`src/hw/rtl/sofa_pkg.sv`:
```
package sofa_pkg;

    localparam int DATA_W        = 32;
    localparam int KEY_W         = DATA_W + 1;
    localparam int MAX_ITEMS_DEF = 16;

    typedef enum logic {
        ST_LOAD,
        ST_EMIT
    } state_t;

    // Controller to datapath
    typedef struct packed {
        logic load;   // insert s_value (or mark dropped when full)
        logic shift;  // advance the chain toward the head
        logic clear;  // end of set: empty the chain, drop the overflow mark
    } dp_cmd_t;

    // Datapath to controller
    typedef struct packed {
        logic empty;
        logic one_left;
    } dp_sts_t;

    // Ordering key: odd values first, then signed ascending. Compared unsigned.
    function automatic logic [KEY_W-1:0] sort_key(input logic [DATA_W-1:0] v);
        sort_key = {~v[0], ~v[DATA_W-1], v[DATA_W-2:0]};
    endfunction

endpackage

```
`src/hw/rtl/sofa_datapath.sv`:
```
module sofa_datapath #(
    parameter int MAX_ITEMS = sofa_pkg::MAX_ITEMS_DEF
) (
    input  logic                          aclk,
    input  logic                          aresetn,
    input  sofa_pkg::dp_cmd_t             cmd,
    input  logic signed [sofa_pkg::DATA_W-1:0] value,
    output sofa_pkg::dp_sts_t             sts,
    output logic signed [sofa_pkg::DATA_W-1:0] head_value,
    output logic                          overflow
);
    import sofa_pkg::*;

    localparam int CNT_W = $clog2(MAX_ITEMS + 1);

    logic [DATA_W-1:0] cell_reg  [MAX_ITEMS];
    logic [DATA_W-1:0] cell_next [MAX_ITEMS];
    logic [MAX_ITEMS-1:0] keep;
    logic [CNT_W-1:0] count_reg, count_next;
    logic dropped_reg, dropped_next;
    logic full;
    logic [KEY_W-1:0] new_key;

    assign full    = (count_reg == CNT_W'(MAX_ITEMS));
    assign new_key = sort_key(value);

    // Each occupied cell whose key does not exceed the new key keeps its entry
    always_comb begin
        for (int i = 0; i < MAX_ITEMS; i++) begin
            keep[i] = (CNT_W'(i) < count_reg) && (sort_key(cell_reg[i]) <= new_key);
        end
    end

    // Insert into the chain or advance it toward the head
    always_comb begin
        for (int i = 0; i < MAX_ITEMS; i++) begin
            cell_next[i] = cell_reg[i];
            if (cmd.shift) begin
                if (i < MAX_ITEMS - 1) begin
                    cell_next[i] = cell_reg[i+1];
                end
            end else if (cmd.load && !full && !keep[i]) begin
                if (i == 0) begin
                    cell_next[i] = value;
                end else if (keep[i-1]) begin
                    cell_next[i] = value;
                end else begin
                    cell_next[i] = cell_reg[i-1];
                end
            end
        end
    end

    always_ff @(posedge aclk) begin
        for (int i = 0; i < MAX_ITEMS; i++) begin
            cell_reg[i] <= cell_next[i];
        end
    end

    // Track fill level and dropped items
    always_comb begin
        count_next   = count_reg;
        dropped_next = dropped_reg;
        if (cmd.clear) begin
            count_next   = '0;
            dropped_next = 1'b0;
        end else if (cmd.shift) begin
            count_next = count_reg - CNT_W'(1);
        end else if (cmd.load) begin
            if (full) begin
                dropped_next = 1'b1;
            end else begin
                count_next = count_reg + CNT_W'(1);
            end
        end
    end

    always_ff @(posedge aclk) begin
        if (!aresetn) begin
            count_reg   <= '0;
            dropped_reg <= 1'b0;
        end else begin
            count_reg   <= count_next;
            dropped_reg <= dropped_next;
        end
    end

    assign sts.empty    = (count_reg == '0);
    assign sts.one_left = (count_reg == CNT_W'(1));
    assign head_value   = cell_reg[0];
    assign overflow     = dropped_reg;

    a_count_range: assert property (@(posedge aclk) disable iff (!aresetn)
        count_reg <= CNT_W'(MAX_ITEMS))
        else $error("fill count beyond capacity");

    a_head_ordered: assert property (@(posedge aclk) disable iff (!aresetn)
        (count_reg >= CNT_W'(2)) |-> (sort_key(cell_reg[0]) <= sort_key(cell_reg[1])))
        else $error("chain head out of order");

    a_no_drop_below_full: assert property (@(posedge aclk) disable iff (!aresetn)
        (!dropped_reg && cmd.load && !cmd.clear && !full) |=> !dropped_reg)
        else $error("overflow set without a full chain");

endmodule

```
`src/hw/rtl/sofa_ctrl.sv`:
```
module sofa_ctrl (
    input  logic              aclk,
    input  logic              aresetn,
    input  logic              s_valid,
    input  logic              s_last_in,
    output logic              s_ready,
    output logic              m_valid,
    input  logic              m_ready,
    output logic              m_last_out,
    input  sofa_pkg::dp_sts_t sts,
    output sofa_pkg::dp_cmd_t cmd
);
    import sofa_pkg::*;

    state_t state_reg, state_next;

    always_ff @(posedge aclk) begin
        if (!aresetn) begin
            state_reg <= ST_LOAD;
        end else begin
            state_reg <= state_next;
        end
    end

    // Load until the closing transaction, then drain the chain
    always_comb begin
        state_next = state_reg;
        s_ready    = 1'b0;
        m_valid    = 1'b0;
        m_last_out = 1'b0;
        cmd        = '0;
        unique case (state_reg)
            ST_LOAD: begin
                s_ready  = 1'b1;
                cmd.load = s_valid;
                if (s_valid && s_last_in) begin
                    state_next = ST_EMIT;
                end
            end
            ST_EMIT: begin
                m_valid    = 1'b1;
                m_last_out = sts.one_left;
                if (m_ready) begin
                    cmd.shift = 1'b1;
                    if (sts.one_left) begin
                        cmd.clear  = 1'b1;
                        state_next = ST_LOAD;
                    end
                end
            end
            default: begin
                state_next = ST_LOAD;
            end
        endcase
    end

    a_emit_nonempty: assert property (@(posedge aclk) disable iff (!aresetn)
        m_valid |-> !sts.empty)
        else $error("emitting from an empty chain");

    a_sides_exclusive: assert property (@(posedge aclk) disable iff (!aresetn)
        !(s_ready && m_valid))
        else $error("load and emit overlap");

    a_back_to_load: assert property (@(posedge aclk) disable iff (!aresetn)
        (m_valid && m_ready && m_last_out) |=> (s_ready && sts.empty))
        else $error("set not cleared after final result");

endmodule

```
`src/hw/rtl/sort_odd_first_ascending.sv`:
```
// Collects a set of signed 32-bit values, one per input transaction, into an
// insertion chain of MAX_ITEMS compare cells kept in order as odd values
// ascending followed by even values ascending. The transaction with s_last_in
// closes the set, and the block then emits every stored element from the
// chain head, one per cycle while m_ready is high, with m_last_out on the
// final one. No input is taken while a set is draining. Elements beyond
// MAX_ITEMS are dropped and every result of that set carries m_overflow.
// The chain is empty after reset.
module sort_odd_first_ascending #(
    parameter int MAX_ITEMS = sofa_pkg::MAX_ITEMS_DEF
) (
    input  logic                               aclk,
    input  logic                               aresetn,
    input  logic                               s_valid,
    output logic                               s_ready,
    input  logic signed [sofa_pkg::DATA_W-1:0] s_value,
    input  logic                               s_last_in,
    output logic                               m_valid,
    input  logic                               m_ready,
    output logic signed [sofa_pkg::DATA_W-1:0] m_sorted_value,
    output logic                               m_last_out,
    output logic                               m_overflow
);
    import sofa_pkg::*;

    dp_cmd_t cmd;
    dp_sts_t sts;

    sofa_ctrl u_ctrl (
        .aclk       (aclk),
        .aresetn    (aresetn),
        .s_valid    (s_valid),
        .s_last_in  (s_last_in),
        .s_ready    (s_ready),
        .m_valid    (m_valid),
        .m_ready    (m_ready),
        .m_last_out (m_last_out),
        .sts        (sts),
        .cmd        (cmd)
    );

    sofa_datapath #(
        .MAX_ITEMS (MAX_ITEMS)
    ) u_datapath (
        .aclk       (aclk),
        .aresetn    (aresetn),
        .cmd        (cmd),
        .value      (s_value),
        .sts        (sts),
        .head_value (m_sorted_value),
        .overflow   (m_overflow)
    );

endmodule

```
`config.mk`:
```
export PLATFORM = sky130hd
export DESIGN_NAME = sort_odd_first_ascending
export DESIGN_NICKNAME = d
export VERILOG_FILES = /design/src/hw/rtl/sofa_pkg.sv /design/src/hw/rtl/sofa_datapath.sv /design/src/hw/rtl/sofa_ctrl.sv /design/src/hw/rtl/sort_odd_first_ascending.sv
export SDC_FILE = /design/constraint.sdc
export NUM_CORES = 2
export LEC_CHECK = 0
export ABC_AREA = 1
export BUFFER_PORTS_ARGS = -buffer_cell sky130_fd_sc_hd__buf_2
export CORE_MARGIN = 4
export CORE_UTILIZATION = 51
export CTS_CLUSTER_SIZE = 8
export DETAILED_ROUTE_END_ITERATION = 12
export MAX_ROUTING_LAYER = met4
export PLACE_DENSITY = 0.71
export SYNTH_ARGS = -nofsm -noshare
export SYNTH_HDL_FRONTEND = slang
export SYNTH_HIERARCHICAL = 1
export SYNTH_SLANG_ARGS = --single-unit
```
`constraint.sdc`:
```
create_clock -name aclk -period 14.06 [get_ports aclk]
set_input_delay 2.812 -clock aclk [delete_from_list [all_inputs] [get_ports aclk]]
set_output_delay 2.812 -clock aclk [all_outputs]
set_load 0.02 [all_outputs]
```
# --- Word-level counts from Yosys, hierarchy flattened ---
# Memories as Yosys holds them, arrays and structs flattened.
# Index checks and enable logic that the tools add are counted.
op_classes:
  reduce_logical: 55
  n_mul: 0
  n_div: 0
  bitwise_logic: 37
  add_sub_neg: 2
  magnitude_cmp: 32
  mux: 61
  n_shift: 0
  eq_ne: 3
op_table:
  columns: ["op", "n"]
  rows:
  - ["$mux 32", 47]
  - ["$le 33x33->1", 16]
  - ["$lt 4x5->1 const A", 8]
  - ["$not 1->1", 37]
  - ["$logic_and 1x1->1", 34]
  - ["$lt 3x5->1 const A", 4]
  - ["$logic_not 1->1", 17]
  - ["$mux 5", 3]
  - ["$lt 1x5->1 const A", 2]
  - ["$lt 2x5->1 const A", 2]
  - ["$mux 1", 8]
  - ["$add 5x1->5 const B", 1]
  - ["$eq 5x1->1 const B", 1]
  - ["$eq 5x5->1 const B", 1]
  - ["$sub 5x1->5 const B", 1]
  - ["$mux 2", 2]
  - ["$reduce_and 3->1", 1]
  - ["$ne 2x2->1 const B", 1]
  - ["$pmux 1 s2", 1]
  - ["$reduce_and 2->1", 1]
  - ["$reduce_bool 2->1", 1]
  - ["$reduce_or 2->1", 1]
word_totals:
  word_cells: 194
  output_inout_bits: 36
  latch_bits: 0
  mem_bits_rw: 512
  romBits: 0
  inputBits: 37
  n_memories: 1
  ff_bits: 7
mem_list:
  columns: ["memory", "depth", "word_bits", "rd", "rd_ports_with_merged_regs", "wr", "line_no", "source"]
  rows:
  - ["u_datapath.cell_reg", 16, 32, 16, 0, 16, "sofa_datapath.sv:16", "logic [DATA_W-1:0] cell_reg [MAX_ITEMS];"]

# --- Depth between registers and ports, before layout ---
logic_depth:
  ltp_word: 7
  mapped_depth: 19
  ltp_nobuf: 17

# --- By module ---
# Netlist, hierarchy kept.
modules_own_cells:
  columns: ["module", "area_per_inst_um2", "seq_area_each_um2", "cells_per_inst", "n_inst"]
  rows:
  - ["sofa_datapath", 42399.4, 15494.9, 5814, 1]
  - ["sofa_ctrl", 75.1, 20.0, 14, 1]

# --- Worst setup path before layout ---
# No wires, ideal clock.
synth_timing:
  path_type: "in2reg"
  start: "in s_value[30] (netlist bit)"
  end: "mem u_datapath.cell_reg[1][0], in the netlist u_datapath/cell_reg[0][32], enable pin"
  setup_ps: 441
  cell_stages: 14
  path_slack_ps: 7242
  n_path_buf: 2
  required_time_ps: 13619
  t_arrival_ps: 6378
  path_cell_list: "inv_1 > clkbuf_1 > ha_1 > nand2_1 > nor2_1 > nand2_1 > nor2_2 > nand2_1 > nor2_1 > nor2_1 > nand2_1 > nand2_2 > buf_2 > a31oi_1"
synth_lines:
  columns: ["item", "line_no", "source"]
  rows:
  - ["from (decl)", "sort_odd_first_ascending.sv:16", "input logic signed [sofa_pkg::DATA_W-1:0] s_value,"]
  - ["to (decl)", "sofa_datapath.sv:16", null]

==> impl_results.md <==
- DRC violations left: 0
- Crit Path Class: in2reg
- Instance area at placement: 43400 um2
- Maximum number of pins on one net before global-route repair: 227
- TritonCTS clock tree: yes
- Average detailed-routed wire length per instance: 20.2 um
- Number of buffers inserted to repair setup after CTS: 0
- DRT iter0 DRCs: 4053
- Peak supply drop: 0.0892 mV
- CTS max path bufs: 3
- Reported leakage power: 23.1 nW
- Internal power component: 3.64 mW
- Mapped Nets: 6396
- End of the worst hold path: u_datapath/count_reg[3]
- Setup TNS: 0 ns
- Post-CTS Resized: 0
- Global-route usage over all layers: 31.8%
- Chip Height: 297 um
- Total overflow reported by the global router: 0
- Top library cells by usage in the layout, fill and taps aside: sky130_fd_sc_hd__nand2_1 (2173), sky130_fd_sc_hd__nand3_1 (977), sky130_fd_sc_hd__inv_1 (687)
- Initial antenna violation count: 4
- Highest attainable clock frequency: 155 MHz
- Number of warnings printed during yosys synthesis: 6
- Crit path capture type: flop
- Unrepaired setup endpoints after global routing: false
- Hold Path Depth: 1
- Power spent charging and discharging nets: 2.16 mW
- Relative area change from synthesis to final layout: 7.11%
- # rows: 105
- Most common cell after layout, fill and taps aside: sky130_fd_sc_hd__nand2_1
- Core ar.: 82400 um2
- Post-layout nets: 6297
- Endpoint arrival time on the critical path: 6.59 ns
- Type of the worst min-delay path: reg2reg
- Global-route wire length before repair: 212 mm
- Setup slack of the worst register-to-register path: 9.21 ns
- Final Critical Period: 6.44 ns
- Start point of the worst hold path: u_datapath/count_reg[3]
- Max transition margin: 16.8%
- Fraction of power spent switching nets: 37.2%
- Proportion of power drawn by the clock network: 29.2%
- Top-Level Pins: 73
- Initial core utilization: 51.6%
- Post-route clock period utilization: 45.8%
- Run status: finished, final reports clean
- Final number of max-transition violations: 0
- Layout cells sized above 1: 5.13%
- Slew @ Worst Pin: 1.25 ns
- Sequential share of power: 40.9%
- Combinational group share of total power: 29.9%
- Number of setup violations in the final report: 0
- Final number of hold-violating endpoints: 0
- Worst reg2reg startpoint: u_ctrl/state_reg
- Total CTS buffers: 75
- Worst EP required: 14.22 ns
- Reg-to-reg endpoint: u_datapath/cell_reg[0][194]
- Per-instance average area after synthesis: 7.29 um2
- # port buffers: 72
- Insertion delay to the later sink of the worst-skew pair: 0.63 ns
- Count of vias placed by the detailed router: 39.7k
- Vias in the first global route: 37.6k
- Via-per-instance ratio: 5.82
- Mapped Cells: 5827
- Maximum fanout along the worst path: 173
- Maximum capacitance violations: 0
- Hold Buf Count CTS: 0
- Root cell of the clock tree: sky130_fd_sc_hd__clkbuf_16
- Crit start category: input port
- Number of levels in the clock H-tree: 3
- Synthesized cell area: 42500 um2
- Final Wtd Congestion: 0.914
- HPWL after DPL: 91.1 mm
- Power density over cell area: 128 nW/um2
- Sink count of the clock tree: 519
- Worst Skew: 0.0254 ns
- Remaining antenna violation count: 0
- Post-layout total power: 5.81 mW
- Post-detailed-routing wire length: 138 mm
- DRT Pass-1 Iters: 7
- Max FFs per register: 512
- Start point of the critical path: m_ready
- Clock input transition at the sequential cells of the worst setup and hold paths: 0.05 ns
- Register-to-Register Path Depth: 6
- Post-route cell area: 45500 um2
- X dimension of the die: 297 um
- Diode insertion count for antenna repair: 0
- Overall die area: 88000 um2
[stage by stage]
step / worst slack, ns / utilization (%) / instances / hold WS [ns]
after global placement: 7.24 / 52.7 / 6721 / 0.519
after floorplan: 7.24 / - / 5827 / 0.487
final: 7.62 / 55.2 / 6824 / 0.536
after CTS: 7.82 / 55.2 / 6824 / 0.533
after global routing: 7.49 / 55.2 / 6824 / 0.562
after detailed placement: 7.18 / 52.7 / 6721 / 0.523
[how the worst max path moves through the flow]
stage	endpoint	slack, ns
2_1_floorplan	u_datapath/cell_reg[0][32]	7.24
3_3_place_gp	u_datapath/cell_reg[0][196]	7.24
3_5_place_dp	u_datapath/cell_reg[0][196]	7.18
4_1_cts	u_datapath/cell_reg[0][196]	7.82
5_1_grt	u_datapath/cell_reg[0][184]	7.49
6_report	u_datapath/cell_reg[0][194]	7.62
[routing by layer]
layer	part of all wire, %	GRT usage [%]	vias to the layer above
met5	0	-	-
met4	4.5	13.0	0
met3	9.5	4.91	410
met2	47	51.3	1923
met1	39	40.3	18600
li1	-	-	18800
[area by class of cell]
cell class | instances | area (um2)
Clock inverter | 5 | 62.6
Sequential cell | 519 | 15500
Multi-Input combinational cell | 4291 | 23000
Fill cell | 7918 | 36900
Tap cell | 1070 | 1340
Inverter | 708 | 2670
Clock buffer | 98 | 2030
Timing Repair Buffer | 133 | 843
[power by group through the flow]
stage / Combinational [mW] / Sequential [mW] / Clock [mW]
floorplan: 1.28 / 2.26 / 0
global placement: 1.64 / 2.39 / 0
detailed placement: 1.70 / 2.39 / 0
CTS: 1.71 / 2.36 / 1.72
global route: 1.98 / 2.39 / 1.79
finish: 1.74 / 2.37 / 1.70
[critical path, stage by stage]
cell and delay (ns):
sky130_fd_sc_hd__buf_2 0.10, sky130_fd_sc_hd__nand2_1 0.16, sky130_fd_sc_hd__inv_8 0.25, sky130_fd_sc_hd__inv_8 0.75, sky130_fd_sc_hd__buf_4 0.85, sky130_fd_sc_hd__buf_12 0.70
sky130_fd_sc_hd__a31oi_4 0.65
Power figures use the tool's default switching activity.
